**config.mk**
```make
export PLATFORM = sky130hd
export DESIGN_NAME = three_wire_spi_register_master_top
export DESIGN_NICKNAME = d
export VERILOG_FILES = /design/src/rtl/spi3_pkg.sv /design/src/rtl/spi3_in_stage.sv /design/src/rtl/spi3_engine.sv /design/src/rtl/spi3_out_stage.sv /design/src/rtl/three_wire_spi_register_master_top.sv
export SDC_FILE = /design/constraint.sdc
export NUM_CORES = 1
export LEC_CHECK = 0
export BUFFER_PORTS_ARGS = -buffer_cell sky130_fd_sc_hd__buf_2
export CAP_MARGIN = 20
export CORE_MARGIN = 5
export CORE_UTILIZATION = 60
export CTS_BUF_LIST = sky130_fd_sc_hd__clkbuf_4
export DETAILED_ROUTE_END_ITERATION = 10
export GPL_ROUTABILITY_DRIVEN = 0
export GPL_TIMING_DRIVEN = 0
export PLACE_DENSITY_LB_ADDON = 0.05
export SLEW_MARGIN = 30
export SYNTH_ARGS = -nofsm -noshare
export SYNTH_HDL_FRONTEND = slang
export SYNTH_HIERARCHICAL = 1
export SYNTH_SLANG_ARGS = --single-unit
export TNS_END_PERCENT = 10
```
**constraint.sdc**
```tcl
create_clock -name i_clk -period 2.6 [get_ports i_clk]
set_input_delay 0.13 -clock i_clk [delete_from_list [all_inputs] [get_ports i_clk]]
set_output_delay 0.13 -clock i_clk [all_outputs]
set_load 0.02 [all_outputs]
```
**src/rtl/spi3_pkg.sv**
```systemverilog
// Shared types and constants for the three-wire register port master.
// No dependencies; imported by every module of the block.
`default_nettype none

package spi3_pkg;

    // Command codes carried in the opcode field
    localparam logic [1:0] OP_TICK  = 2'd0;
    localparam logic [1:0] OP_READ  = 2'd1;
    localparam logic [1:0] OP_WRITE = 2'd2;

    // Address bit that marks a register write
    localparam logic [7:0] WRITE_FLAG = 8'h80;
    // Bit position of the first bit sent or received (MSB first)
    localparam logic [2:0] TOP_BIT    = 3'd7;

    // Transaction phase, one-hot
    typedef enum logic [4:0] {
        PH_IDLE  = 5'b00001,
        PH_ADDR  = 5'b00010,
        PH_WDATA = 5'b00100,
        PH_RADDR = 5'b01000,
        PH_RDATA = 5'b10000
    } t_phase;

    // One input word
    typedef struct packed {
        logic [1:0] opcode;
        logic [7:0] reg_address;
        logic [7:0] write_data;
        logic       dio_sample;
    } t_item;

    // One result word
    typedef struct packed {
        logic       cs_n;
        logic       sck;
        logic       dio_out;
        logic       dio_oe;
        logic       busy_res;
        logic       done_res;
        logic [7:0] read_data;
        logic       write_ok;
    } t_result;

endpackage

`default_nettype wire

```
**src/rtl/spi3_in_stage.sv**
```systemverilog
// Input register stage: captures one input word and holds it until the
// engine consumes it. Depends on spi3_pkg.
`default_nettype none

module spi3_in_stage
    import spi3_pkg::*;
(
    input  wire logic  i_clk,
    input  wire logic  i_rst_n,
    input  wire logic  i_valid,
    input  wire t_item i_item,
    input  wire logic  i_advance,
    output logic       o_stall,
    output logic       o_valid,
    output t_item      o_item
);

    logic  r_valid;
    t_item r_item;
    logic  w_load;

    // Take a new word when empty or when the held word moves on
    assign w_load  = !r_valid || i_advance;
    assign o_stall = !w_load;

    always_ff @(posedge i_clk) begin
        if (!i_rst_n) begin
            r_valid <= 1'b0;
        end else if (w_load) begin
            r_valid <= i_valid;
        end
    end

    // Hold payload until it is consumed
    always_ff @(posedge i_clk) begin
        if (w_load && i_valid) begin
            r_item <= i_item;
        end
    end

    assign o_valid = r_valid;
    assign o_item  = r_item;

endmodule

`default_nettype wire

```
**src/rtl/spi3_engine.sv**
```systemverilog
// Transaction state and next-state logic: one input word updates the bus
// levels and the shift registers and yields one result word. Depends on spi3_pkg.
`default_nettype none

module spi3_engine
    import spi3_pkg::*;
(
    input  wire logic  i_clk,
    input  wire logic  i_rst_n,
    input  wire logic  i_fire,
    input  wire t_item i_item,
    output t_result    o_result
);

    t_phase     r_phase,     n_phase;
    logic [2:0] r_bit_index, n_bit_index;
    logic       r_high_half, n_high_half;
    logic [7:0] r_out_shift, n_out_shift;
    logic [7:0] r_in_shift,  n_in_shift;
    logic       r_is_write,  n_is_write;
    logic [7:0] r_held_addr, n_held_addr;
    logic [7:0] r_held_data, n_held_data;
    logic       r_select,    n_select;
    logic       r_clock,     n_clock;
    logic       r_drive,     n_drive;
    logic       r_data_lvl,  n_data_lvl;

    logic w_active;
    logic w_start;
    logic w_done;

    assign w_active = (r_phase != PH_IDLE);
    assign w_start  = !w_active &&
                      (i_item.opcode == OP_READ || i_item.opcode == OP_WRITE);

    // Compute next state for the word being consumed
    always_comb begin
        n_phase     = r_phase;
        n_bit_index = r_bit_index;
        n_high_half = r_high_half;
        n_out_shift = r_out_shift;
        n_in_shift  = r_in_shift;
        n_is_write  = r_is_write;
        n_held_addr = r_held_addr;
        n_held_data = r_held_data;
        n_select    = r_select;
        n_clock     = r_clock;
        n_drive     = r_drive;
        n_data_lvl  = r_data_lvl;
        w_done      = 1'b0;

        if (w_start) begin
            // Set up a transaction; clock stays high, first tick is a low half
            n_is_write  = (i_item.opcode == OP_WRITE);
            n_held_addr = i_item.reg_address;
            n_held_data = i_item.write_data;
            n_in_shift  = '0;
            n_select    = 1'b0;
            n_clock     = 1'b1;
            n_drive     = 1'b1;
            n_data_lvl  = 1'b0;
            n_phase     = PH_ADDR;
            n_out_shift = (i_item.opcode == OP_WRITE) ?
                          (i_item.reg_address | WRITE_FLAG) : i_item.reg_address;
            n_bit_index = TOP_BIT;
            n_high_half = 1'b0;
        end else if (w_active) begin
            if (!r_high_half) begin
                // Low half: drop the clock, drive or sample a bit
                n_clock = 1'b0;
                if (r_phase == PH_RDATA) begin
                    n_in_shift = {r_in_shift[6:0], i_item.dio_sample};
                end else begin
                    n_data_lvl = r_out_shift[r_bit_index];
                end
                n_high_half = 1'b1;
            end else begin
                // High half: raise the clock, advance bit or phase
                n_clock     = 1'b1;
                n_high_half = 1'b0;
                if (r_bit_index != 3'd0) begin
                    n_bit_index = r_bit_index - 3'd1;
                end else begin
                    n_bit_index = TOP_BIT;
                    unique case (r_phase)
                        PH_ADDR: begin
                            if (r_is_write) begin
                                n_phase     = PH_WDATA;
                                n_out_shift = r_held_data;
                            end else begin
                                n_phase     = PH_RDATA;
                                n_out_shift = '0;
                                n_drive     = 1'b0;
                                n_data_lvl  = 1'b0;
                            end
                        end
                        PH_WDATA: begin
                            n_phase     = PH_RADDR;
                            n_out_shift = r_held_addr;
                        end
                        PH_RADDR: begin
                            n_phase     = PH_RDATA;
                            n_out_shift = '0;
                            n_drive     = 1'b0;
                            n_data_lvl  = 1'b0;
                        end
                        default: begin
                            n_phase    = PH_IDLE;
                            n_select   = 1'b1;
                            n_drive    = 1'b0;
                            n_data_lvl = 1'b0;
                            w_done     = 1'b1;
                        end
                    endcase
                end
            end
        end
    end

    // Advance state on each consumed word
    always_ff @(posedge i_clk) begin
        if (!i_rst_n) begin
            r_phase     <= PH_IDLE;
            r_bit_index <= TOP_BIT;
            r_high_half <= 1'b0;
            r_out_shift <= '0;
            r_in_shift  <= '0;
            r_is_write  <= 1'b0;
            r_held_addr <= '0;
            r_held_data <= '0;
            r_select    <= 1'b1;
            r_clock     <= 1'b1;
            r_drive     <= 1'b0;
            r_data_lvl  <= 1'b0;
        end else if (i_fire) begin
            r_phase     <= n_phase;
            r_bit_index <= n_bit_index;
            r_high_half <= n_high_half;
            r_out_shift <= n_out_shift;
            r_in_shift  <= n_in_shift;
            r_is_write  <= n_is_write;
            r_held_addr <= n_held_addr;
            r_held_data <= n_held_data;
            r_select    <= n_select;
            r_clock     <= n_clock;
            r_drive     <= n_drive;
            r_data_lvl  <= n_data_lvl;
        end
    end

    // Result word reflects the levels after this word
    always_comb begin
        o_result.cs_n      = n_select;
        o_result.sck       = n_clock;
        o_result.dio_out   = n_drive & n_data_lvl;
        o_result.dio_oe    = n_drive;
        o_result.busy_res  = (n_phase != PH_IDLE);
        o_result.done_res  = w_done;
        o_result.read_data = w_done ? n_in_shift : 8'd0;
        o_result.write_ok  = w_done && r_is_write && (n_in_shift == r_held_data);
    end

endmodule

`default_nettype wire

```
**src/rtl/spi3_out_stage.sv**
```systemverilog
// Result register stage: holds one result word until the receiver takes it.
// Depends on spi3_pkg.
`default_nettype none

module spi3_out_stage
    import spi3_pkg::*;
(
    input  wire logic    i_clk,
    input  wire logic    i_rst_n,
    input  wire logic    i_valid,
    input  wire t_result i_result,
    input  wire logic    i_stall,
    output logic         o_ready,
    output logic         o_valid,
    output t_result      o_result
);

    logic    r_valid;
    t_result r_result;

    // Free when empty or when the held word is taken this cycle
    assign o_ready = !r_valid || !i_stall;

    always_ff @(posedge i_clk) begin
        if (!i_rst_n) begin
            r_valid <= 1'b0;
        end else if (o_ready) begin
            r_valid <= i_valid;
        end
    end

    // Hold result while stalled
    always_ff @(posedge i_clk) begin
        if (o_ready && i_valid) begin
            r_result <= i_result;
        end
    end

    assign o_valid  = r_valid;
    assign o_result = r_result;

endmodule

`default_nettype wire

```
**src/rtl/three_wire_spi_register_master_top.sv**
```systemverilog
// Three-wire half-duplex register port master, top level.
// Path: an accepted word is held in the input register, then passes through the engine into the result register.
// Throughput: one word per cycle while the receiver does not stall the result register.
// Reset: synchronous, active low; engine returns to idle with chip select and clock
// high, and both word registers are empty.
// Uses spi3_pkg, spi3_in_stage, spi3_engine and spi3_out_stage.
`default_nettype none

module three_wire_spi_register_master_top
    import spi3_pkg::*;
(
    input  wire logic       i_clk,
    input  wire logic       i_rst_n,
    input  wire logic       i_in_valid,
    output logic            o_in_stall,
    input  wire logic [1:0] i_opcode,
    input  wire logic [7:0] i_reg_address,
    input  wire logic [7:0] i_write_data,
    input  wire logic       i_dio_sample,
    output logic            o_out_valid,
    input  wire logic       i_out_stall,
    output logic            o_cs_n,
    output logic            o_sck,
    output logic            o_dio_out,
    output logic            o_dio_oe,
    output logic            o_busy_res,
    output logic            o_done_res,
    output logic [7:0]      o_read_data,
    output logic            o_write_ok
);

    t_item   w_in_item;
    t_item   w_held_item;
    logic    w_held_valid;
    logic    w_out_ready;
    logic    w_advance;
    t_result w_next_result;
    t_result w_result;

    assign w_in_item.opcode      = i_opcode;
    assign w_in_item.reg_address = i_reg_address;
    assign w_in_item.write_data  = i_write_data;
    assign w_in_item.dio_sample  = i_dio_sample;

    // Move a word from input register to result register
    assign w_advance = w_held_valid && w_out_ready;

    spi3_in_stage u_in_stage (
        .i_clk     (i_clk),
        .i_rst_n   (i_rst_n),
        .i_valid   (i_in_valid),
        .i_item    (w_in_item),
        .i_advance (w_advance),
        .o_stall   (o_in_stall),
        .o_valid   (w_held_valid),
        .o_item    (w_held_item)
    );

    spi3_engine u_engine (
        .i_clk    (i_clk),
        .i_rst_n  (i_rst_n),
        .i_fire   (w_advance),
        .i_item   (w_held_item),
        .o_result (w_next_result)
    );

    spi3_out_stage u_out_stage (
        .i_clk    (i_clk),
        .i_rst_n  (i_rst_n),
        .i_valid  (w_held_valid),
        .i_result (w_next_result),
        .i_stall  (i_out_stall),
        .o_ready  (w_out_ready),
        .o_valid  (o_out_valid),
        .o_result (w_result)
    );

    assign o_cs_n      = w_result.cs_n;
    assign o_sck       = w_result.sck;
    assign o_dio_out   = w_result.dio_out;
    assign o_dio_oe    = w_result.dio_oe;
    assign o_busy_res  = w_result.busy_res;
    assign o_done_res  = w_result.done_res;
    assign o_read_data = w_result.read_data;
    assign o_write_ok  = w_result.write_ok;

endmodule

`default_nettype wire
```
==> out/qor.csv, run 1 <==
stage,metric,value,unit
status,status,"finished, final reports clean",
layout,filler cell count,433,
synth,Yosys reg bits,82,
clock_tree,Clock Latency Late Sink,0.43,ns
worst_setup_path,reg2reg path depth,8,
worst_setup_path,crit path max fanout,10,
worst_setup_path,Setup crit end,u_out_stage/o_result[0],
power_and_ir_drop,VDD IR max,418.3,µV
timing,RSZ-0062 raised after global routing,no,
synth,Post-synth top flop,dfxtp_1,
timing,share of the clock period used by the worst path,91.07,%
layout,Final Cell Area,4334,µm²
grt,first-pass GRT wire length,13630,µm
worst_setup_path,crit path DAT,2.66,ns
floorplanning,Die Ht,88.02,µm
grt,met1 global-route usage,30.19,%
synth,syn_area_per_cell,9.818,µm²
grt,vias in the first global route,2878,
synth,sequential fraction of the synthesis area,54.27,%
timing,Setup TNS,0,ns
run,Max Cap Viol,0,
layout,sequential cell area,1982,µm²
clock_tree,CTS sink count,82,
layout,Ant. Diodes,0,
timing,final setup violation count,0,
worst_setup_path,Reg2Reg Setup Slack,0.23,ns
layout,fraction of layout cells with a size suffix above 1,18.40,%
synth,Synth top area share,27.95,%
timing,f_max,0.4223,GHz
worst_setup_path,Critical Path Source,u_engine/r_phase[4],
floorplanning,die area,7748,µm²
timing,worst-margin pin slew,0.7165,ns
layout,area growth from synthesis to layout,18.67,%
grt,GRT Residual Overflow,0,
timing,final setup margin,0.2322,ns
worst_setup_path,startpoint types,register,
power_and_ir_drop,Cell Pwr Density,594.6,nW/µm²
grt,GRT Total Usage,23.25,%
clock_tree,clk buf depth,2,
synth,largest cells by area after synthesis,"edfxtp_1 28%, dfxtp_1 26%, nand2_1 5.4%",
grt,met3 usage,4.139,%
placement,Place WS,0.1708,ns
grt,initial antenna violation count,0,
timing,Slew HR,52.24,%
synth,ys async rst share,0,%
drt,Detail Route Antenna Nets,0,
synth,Post-synth EDFFs,34,
clock_tree,CTS Buf Count,9,
layout,final core occ,73.20,%
timing,final hold violation count,0,
worst_setup_path,RR Startpoint,u_engine/r_phase[4],
synth,Synth area leader,edfxtp_1,
clock_tree,CTS tree,done,
drt,# DRC,0,
clock_tree,Root Driver,clkbuf_4,
drt,routed length per instance,16.20,µm
hold_path,Hold Crit Class,primary input to register,
synth,Post-Syn Nets,398,
placement,Placed Area,3955,µm²
worst_setup_path,WS Path Type,register to register,
drt,drt pass-1 iters,5,
floorplanning,Core Rows,28,
floorplanning,Starting Density,61.69,%
synth,Synth Instances,372,
drt,total wire length,8520,µm
grt,GRT Max-Usage Layer,met2,
placement,PortBufs,39,
worst_setup_path,Worst EP required,2.90,ns
timing,pins over their slew limit,0,
placement,HPWL after DPL,5775,µm
floorplanning,Die Wd,88.02,µm
drt,vias per inst,5.802,
grt,M2 GR Usage,38.56,%
synth,most frequent cell after synthesis,nand2_1,
synth,"Cell Area, Synth",3652,µm²
drt,via count,3052,
drt,drt initial violations,208,
layout,Final Net Count,472,
synth,count of different cell masters after synthesis,52,
timing,Period minus WS final,2.368,ns
synth,Ys Warns,6,
worst_setup_path,r2r endpoint,u_out_stage/o_result[0],
floorplanning,Top Ports,40,
power_and_ir_drop,Static Leak,0.001635,µW
layout,area of the multi-input gates,1501,µm²
synth,most frequent cells after synthesis,"53 x nand2_1, 48 x dfxtp_1, 34 x edfxtp_1, 32 x a21oi_1, 31 x nor2_1",
timing,skew final,0.01683,ns
floorplanning,core box area,5921,µm²
clock_tree,clock transition at the registers of the reported paths,0.14,ns
power_and_ir_drop,final total power,2577,µW
clock_tree,total number of H-tree levels,3,
worst_setup_path,Worst setup EP type,register,
grt,largest net degree at the start of global routing,16,
## critical path: stages, from the launching register on
cell       delay, ns
dfxtp_1         0.36
buf_2           0.21
nor3b_2         0.29
and2_1          0.17
buf_4           0.17
mux2i_1         0.32
nor3_1          0.07
a2111oi_0       0.40
and4_1          0.25
## routing by layer
layer | part of all wire [%] | up-vias
met5 | 0 | -
met1 | 43 | 1411
li1 | - | 1494
met4 | 1.4 | 0
met3 | 7.3 | 12
met2 | 49 | 135
## per-stage QoR
step | hold WS (ns) | cells
6_report | 0.4042 | 526
5_1_grt | 0.3839 | 526
4_1_cts | 0.3761 | 526
3_5_place_dp | 0.3081 | 487
3_3_place_gp | 0.3062 | 486
2_1_floorplan | 0.2289 | 372
## how the worst min path moves through the flow
stage,startpoint,to,slack (ns),cells past startpoint
floorplan,i_dio_sample,u_in_stage/o_item[0],0.23,0
global placement,i_reg_address[4],u_in_stage/o_item[13],0.31,1
detailed placement,i_dio_sample,u_in_stage/o_item[0],0.31,1
CTS,i_write_data[6],u_in_stage/o_item[7],0.38,2
global route,i_write_data[7],u_in_stage/o_item[8],0.38,2
finish,i_write_data[2],u_in_stage/o_item[3],0.40,2
## registers in the layout, summed over array words and instances, names as in the netlist
name,count
u_engine/r_bit_index,3
u_engine/r_clock,1
u_engine/r_data_lvl,1
u_engine/r_drive,1
u_engine/r_held_addr,8
u_engine/r_held_data,8
u_engine/r_high_half,1
u_engine/r_in_shift,8
u_engine/r_is_write,1
u_engine/r_out_shift,8
u_engine/r_phase,5
u_engine/r_select,1
u_in_stage/o_item,19
u_in_stage/o_valid,1
u_out_stage/o_result,15
u_out_stage/o_valid,1
## cells in the final DEF (no fill, tap or decap), types with 4 or more instances in the layout
cell type and instances:
nand2_1 53, dfxtp_1 48, buf_2 42, edfxtp_1 34, a21oi_1 32, nor2_1 31
o21ai_0 27, dlygate4sd3_1 23, nand3_1 14, clkbuf_1 13, buf_4 10, inv_1 10
a22oi_1 10, clkbuf_4 9, nor3_1 9, mux2i_1 8, a221o_1 7, nand2b_1 4
or3_1 4
## power by group
part           switching (µW)  total [µW]  internal, µW  leakage [µW]
Clock                     463         763           300     0.0000729
Combinational             218         369           151      0.000851
Sequential               35.0        1440          1410      0.000711
Total                     717        2580          1860       0.00163
## layout make-up
class | instances | share of cell area (%)
flip-flops and latches | 82 | 45.73
multi-input cells | 254 | 34.64
repair buffers | 63 | 10.08
plain buffers | 26 | 3.204
well taps | 75 | 2.165
clock inverters | 7 | 1.761
clock buffers | 9 | 1.559
inverters | 10 | 0.8661
## repair_timing
item	4_1_cts	5_1_grt
buffers inserted	0	0
resized for setup	0	1
setup endpoints to repair	0	1
hold buffers	23	0
endpoints found under the hold margin	21	0
## cell families after synthesis
kind of cell	after synthesis	share of synthesized area (%)
and+or+nand+nor	143	19.18
AOI/OAI and AO/OA	95	16.41
DFF	82	54.27
buffers and inverters	36	4.830
muxes	12	4.042
adders and majority gates	3	1.028
xor gates and xnor gates	1	0.2399
Note: power is estimated with default switching activity, not from simulation.
==> run 2: changes to the inputs <==
clock period = 2.45 ns   (was 2.6 ns; I/O delays follow)
==> run 2 against run 1 <==
Clock power up 6.4%. Die area unchanged. Sequential share of layout area down 0.25 points.
==> out/qor.csv, run 2 (synthesized netlist as in run 1, its figures left out) <==
stage,metric,value,unit,change
worst_setup_path,worst path cell trace,inv_1 -> ha_1 -> nand2b_1 -> nor2_1 -> nand3_1 -> inv_1 -> o311ai_0 -> nor4_1 -> and4_1,,was buf_2 -> nor3b_2 -> and2_1 -> buf_4 -> mux2i_1 -> nor3_1 -> a2111oi_0 -> and4_1
layout,Ant. Diodes,0,,unchanged
grt,GRT Total Usage,23.25,%,unchanged
worst_setup_path,CP max stage delay,0.47,ns,was 0.40 ns
placement,HPWL after DPL,5775,µm,unchanged
clock_tree,clock transition at the registers of the reported paths,0.14,ns,about the same
grt,initial antenna violation count,0,,unchanged
drt,via count,3089,,was 3052
drt,drt pass-1 iters,5,,unchanged
hold_path,hold wc startpoint,i_write_data[2],,unchanged
grt,met1 global-route usage,30.19,%,unchanged
clock_tree,total number of H-tree levels,3,,unchanged
timing,skew final,0.01923,ns,was 0.01683 ns
worst_setup_path,crit path max fanout,8,,was 10
worst_setup_path,Worst EP required,2.75,ns,was 2.90 ns
drt,# DRC,0,,unchanged
drt,routed length per instance,16.23,µm,was 16.20 µm
clock_tree,CTS Buf Count,9,,unchanged
worst_setup_path,startpoint types,register,,unchanged
power_and_ir_drop,Static Leak,0.001649,µW,was 0.001635 µW
timing,pins over their slew limit,0,,unchanged
power_and_ir_drop,Clk pwr share,29.5,%,was 29.6%
hold_path,hold endpoint,u_in_stage/o_item[3],,unchanged
worst_setup_path,reg2reg path depth,9,,was 8
placement,PortBufs,39,,unchanged
floorplanning,Core Rows,28,,unchanged
power_and_ir_drop,Internal Power,1985,µW,was 1860 µW
power_and_ir_drop,Comb pwr share,14.7,%,was 14.3%
placement,Placed Area,3955,µm²,unchanged
layout,Final Net Count,475,,was 472
timing,Slew HR,51.51,%,was 52.24%
layout,Largest register FFs,19,,unchanged
timing,Period minus WS final,2.366,ns,was 2.368 ns
drt,vias per inst,5.839,,was 5.802
worst_setup_path,Worst path most repeated cell,inv_1,,
power_and_ir_drop,Cell Pwr Density,631.0,nW/µm²,was 594.6 nW/µm²
worst_setup_path,RR Startpoint,u_engine/r_bit_index[0],,was u_engine/r_phase[4]
worst_setup_path,Crit path max-delay family,simple AND/OR/NAND/NOR gates,,unchanged
grt,GRT Max-Usage Layer,met2,,unchanged
floorplanning,die area,7748,µm²,unchanged
layout,fin cells,529,,was 526
floorplanning,Starting Density,61.69,%,unchanged
worst_setup_path,Reg2Reg Setup Slack,0.08,ns,was 0.23 ns
worst_setup_path,crit path DAT,2.67,ns,was 2.66 ns
grt,first-pass GRT wire length,13630,µm,unchanged
grt,vias in the first global route,2878,,unchanged
clock_tree,Root Driver,clkbuf_4,,unchanged
layout,most frequent cells in the layout,"53 x nand2_1, 48 x dfxtp_1, 42 x buf_2",,unchanged
worst_setup_path,WS Path Type,register to register,,unchanged
floorplanning,Die Ht,88.02,µm,unchanged
clock_tree,CTS sink count,82,,unchanged
grt,M2 GR Usage,38.56,%,unchanged
power_and_ir_drop,sequential share of power,55.8,%,was 56.1%
timing,final hold violation count,0,,unchanged
run,Max Cap Viol,0,,unchanged
grt,largest net degree at the start of global routing,16,,unchanged
worst_setup_path,number of buffer and inverter stages on the critical path,2,,unchanged
floorplanning,Die Wd,88.02,µm,unchanged
grt,met3 usage,4.139,%,unchanged
clock_tree,Clock Latency Late Sink,0.43,ns,about the same
worst_setup_path,r2r endpoint,u_out_stage/o_result[0],,unchanged
drt,drt initial violations,274,,was 208
timing,final setup violation count,0,,unchanged
floorplanning,core box area,5921,µm²,unchanged
timing,Setup TNS,0,ns,unchanged
layout,Final Cell Area,4358,µm²,was 4334 µm²
layout,"most common cell after layout, fill and taps aside",nand2_1,,unchanged
power_and_ir_drop,Sw Ratio,27.82,%,was 27.81%
floorplanning,Top Ports,40,,unchanged
placement,dpl cells,487,,unchanged
status,status,"finished, final reports clean",,unchanged
timing,share of the clock period used by the worst path,96.59,%,was 91.07%
layout,fraction of layout cells with a size suffix above 1,18.94,%,was 18.40%
power_and_ir_drop,VDD IR max,437.6,µV,was 418.3 µV
hold_path,worst hold path stage count,2,,unchanged
worst_setup_path,CP max stage cell,nor2_1,,was a2111oi_0
hold_path,Hold Crit Class,primary input to register,,unchanged
drt,total wire length,8584,µm,was 8520 µm
clock_tree,CTS tree,done,,unchanged
timing,f_max,0.4226,GHz,was 0.4223 GHz
timing,worst-margin pin slew,0.7247,ns,was 0.7165 ns
drt,Detail Route Antenna Nets,0,,unchanged
worst_setup_path,Worst setup EP type,register,,unchanged
power_and_ir_drop,net load switching power,765.1,µW,was 716.6 µW
clock_tree,clk buf depth,2,,unchanged
layout,area growth from synthesis to layout,19.32,%,was 18.67%
grt,GRT Residual Overflow,0,,unchanged
==> run 2: cell types whose count changed in the layout (fill, tap and decap cells not counted), sizes merged <==
cell  before  now
buf       53   56
==> run 2: repair_timing <==
action,CTS,global route
gates resized for setup,1,1
cloned,0,0
hold buffers,23,0
hold endpoints to repair,21,0
setup endpoints to repair,1,12
buffers inserted,0,3
pin swaps,0,1
==> run 2: cell type report <==
class	count	area, µm²
flip-flops and latches	82	1982
fillers	430	1563
multi-input cells	254	1503
repair buffers	66	459.2
plain buffers	26	138.9
well taps	75	93.84
clock inverters	7	76.32
clock buffers	9	67.56
inverters	10	37.54
==> run 2: worst max-delay path by stage <==
stage | startpoint | to | slack, ns | cells after the start
final | u_engine/r_bit_index[0] | u_out_stage/o_result[0] | 0.08 | 9
after global routing | u_engine/r_bit_index[0] | u_out_stage/o_result[0] | -0.03 | 9
after CTS | u_engine/r_phase[4] | u_out_stage/o_result[0] | 0.11 | 8
after detailed placement | u_engine/r_phase[4] | u_out_stage/o_result[0] | 0.02 | 8
after global placement | u_engine/r_phase[4] | u_out_stage/o_result[0] | 0.08 | 8
after floorplan | u_out_stage/o_valid | u_in_stage/o_item[0] | 0.43 | 4
==> run 2: layer usage <==
metal | up-vias | share of wire (%)
li1 | 1497 | -
met1 | 1437 | 42
met2 | 137 | 48
met3 | 18 | 7.4
met4 | 0 | 2.0
met5 | - | 0
==> run 2: through the flow <==
step | total power [µW] | utilization (%) | hold slack [ns] | worst slack (ns)
2_1_floorplan | 1805 | - | 0.2214 | 0.4341
3_3_place_gp | 1905 | 66.57 | 0.2987 | 0.08489
3_5_place_dp | 1917 | 66.80 | 0.3006 | 0.02084
4_1_cts | 2740 | 73.20 | 0.3686 | 0.1073
5_1_grt | 2873 | 73.61 | 0.3764 | -0.03126
6_report | 2750 | 73.61 | 0.3907 | 0.08358
==> run 2: power by group through the flow <==
stage               Combinational, µW  Sequential (µW)  Clock (µW)
floorplan                         228             1580           0
global placement                  343             1560           0
detailed placement                353             1560           0
CTS                               384             1530         823
global route                      439             1540         893
finish                            405             1530         812
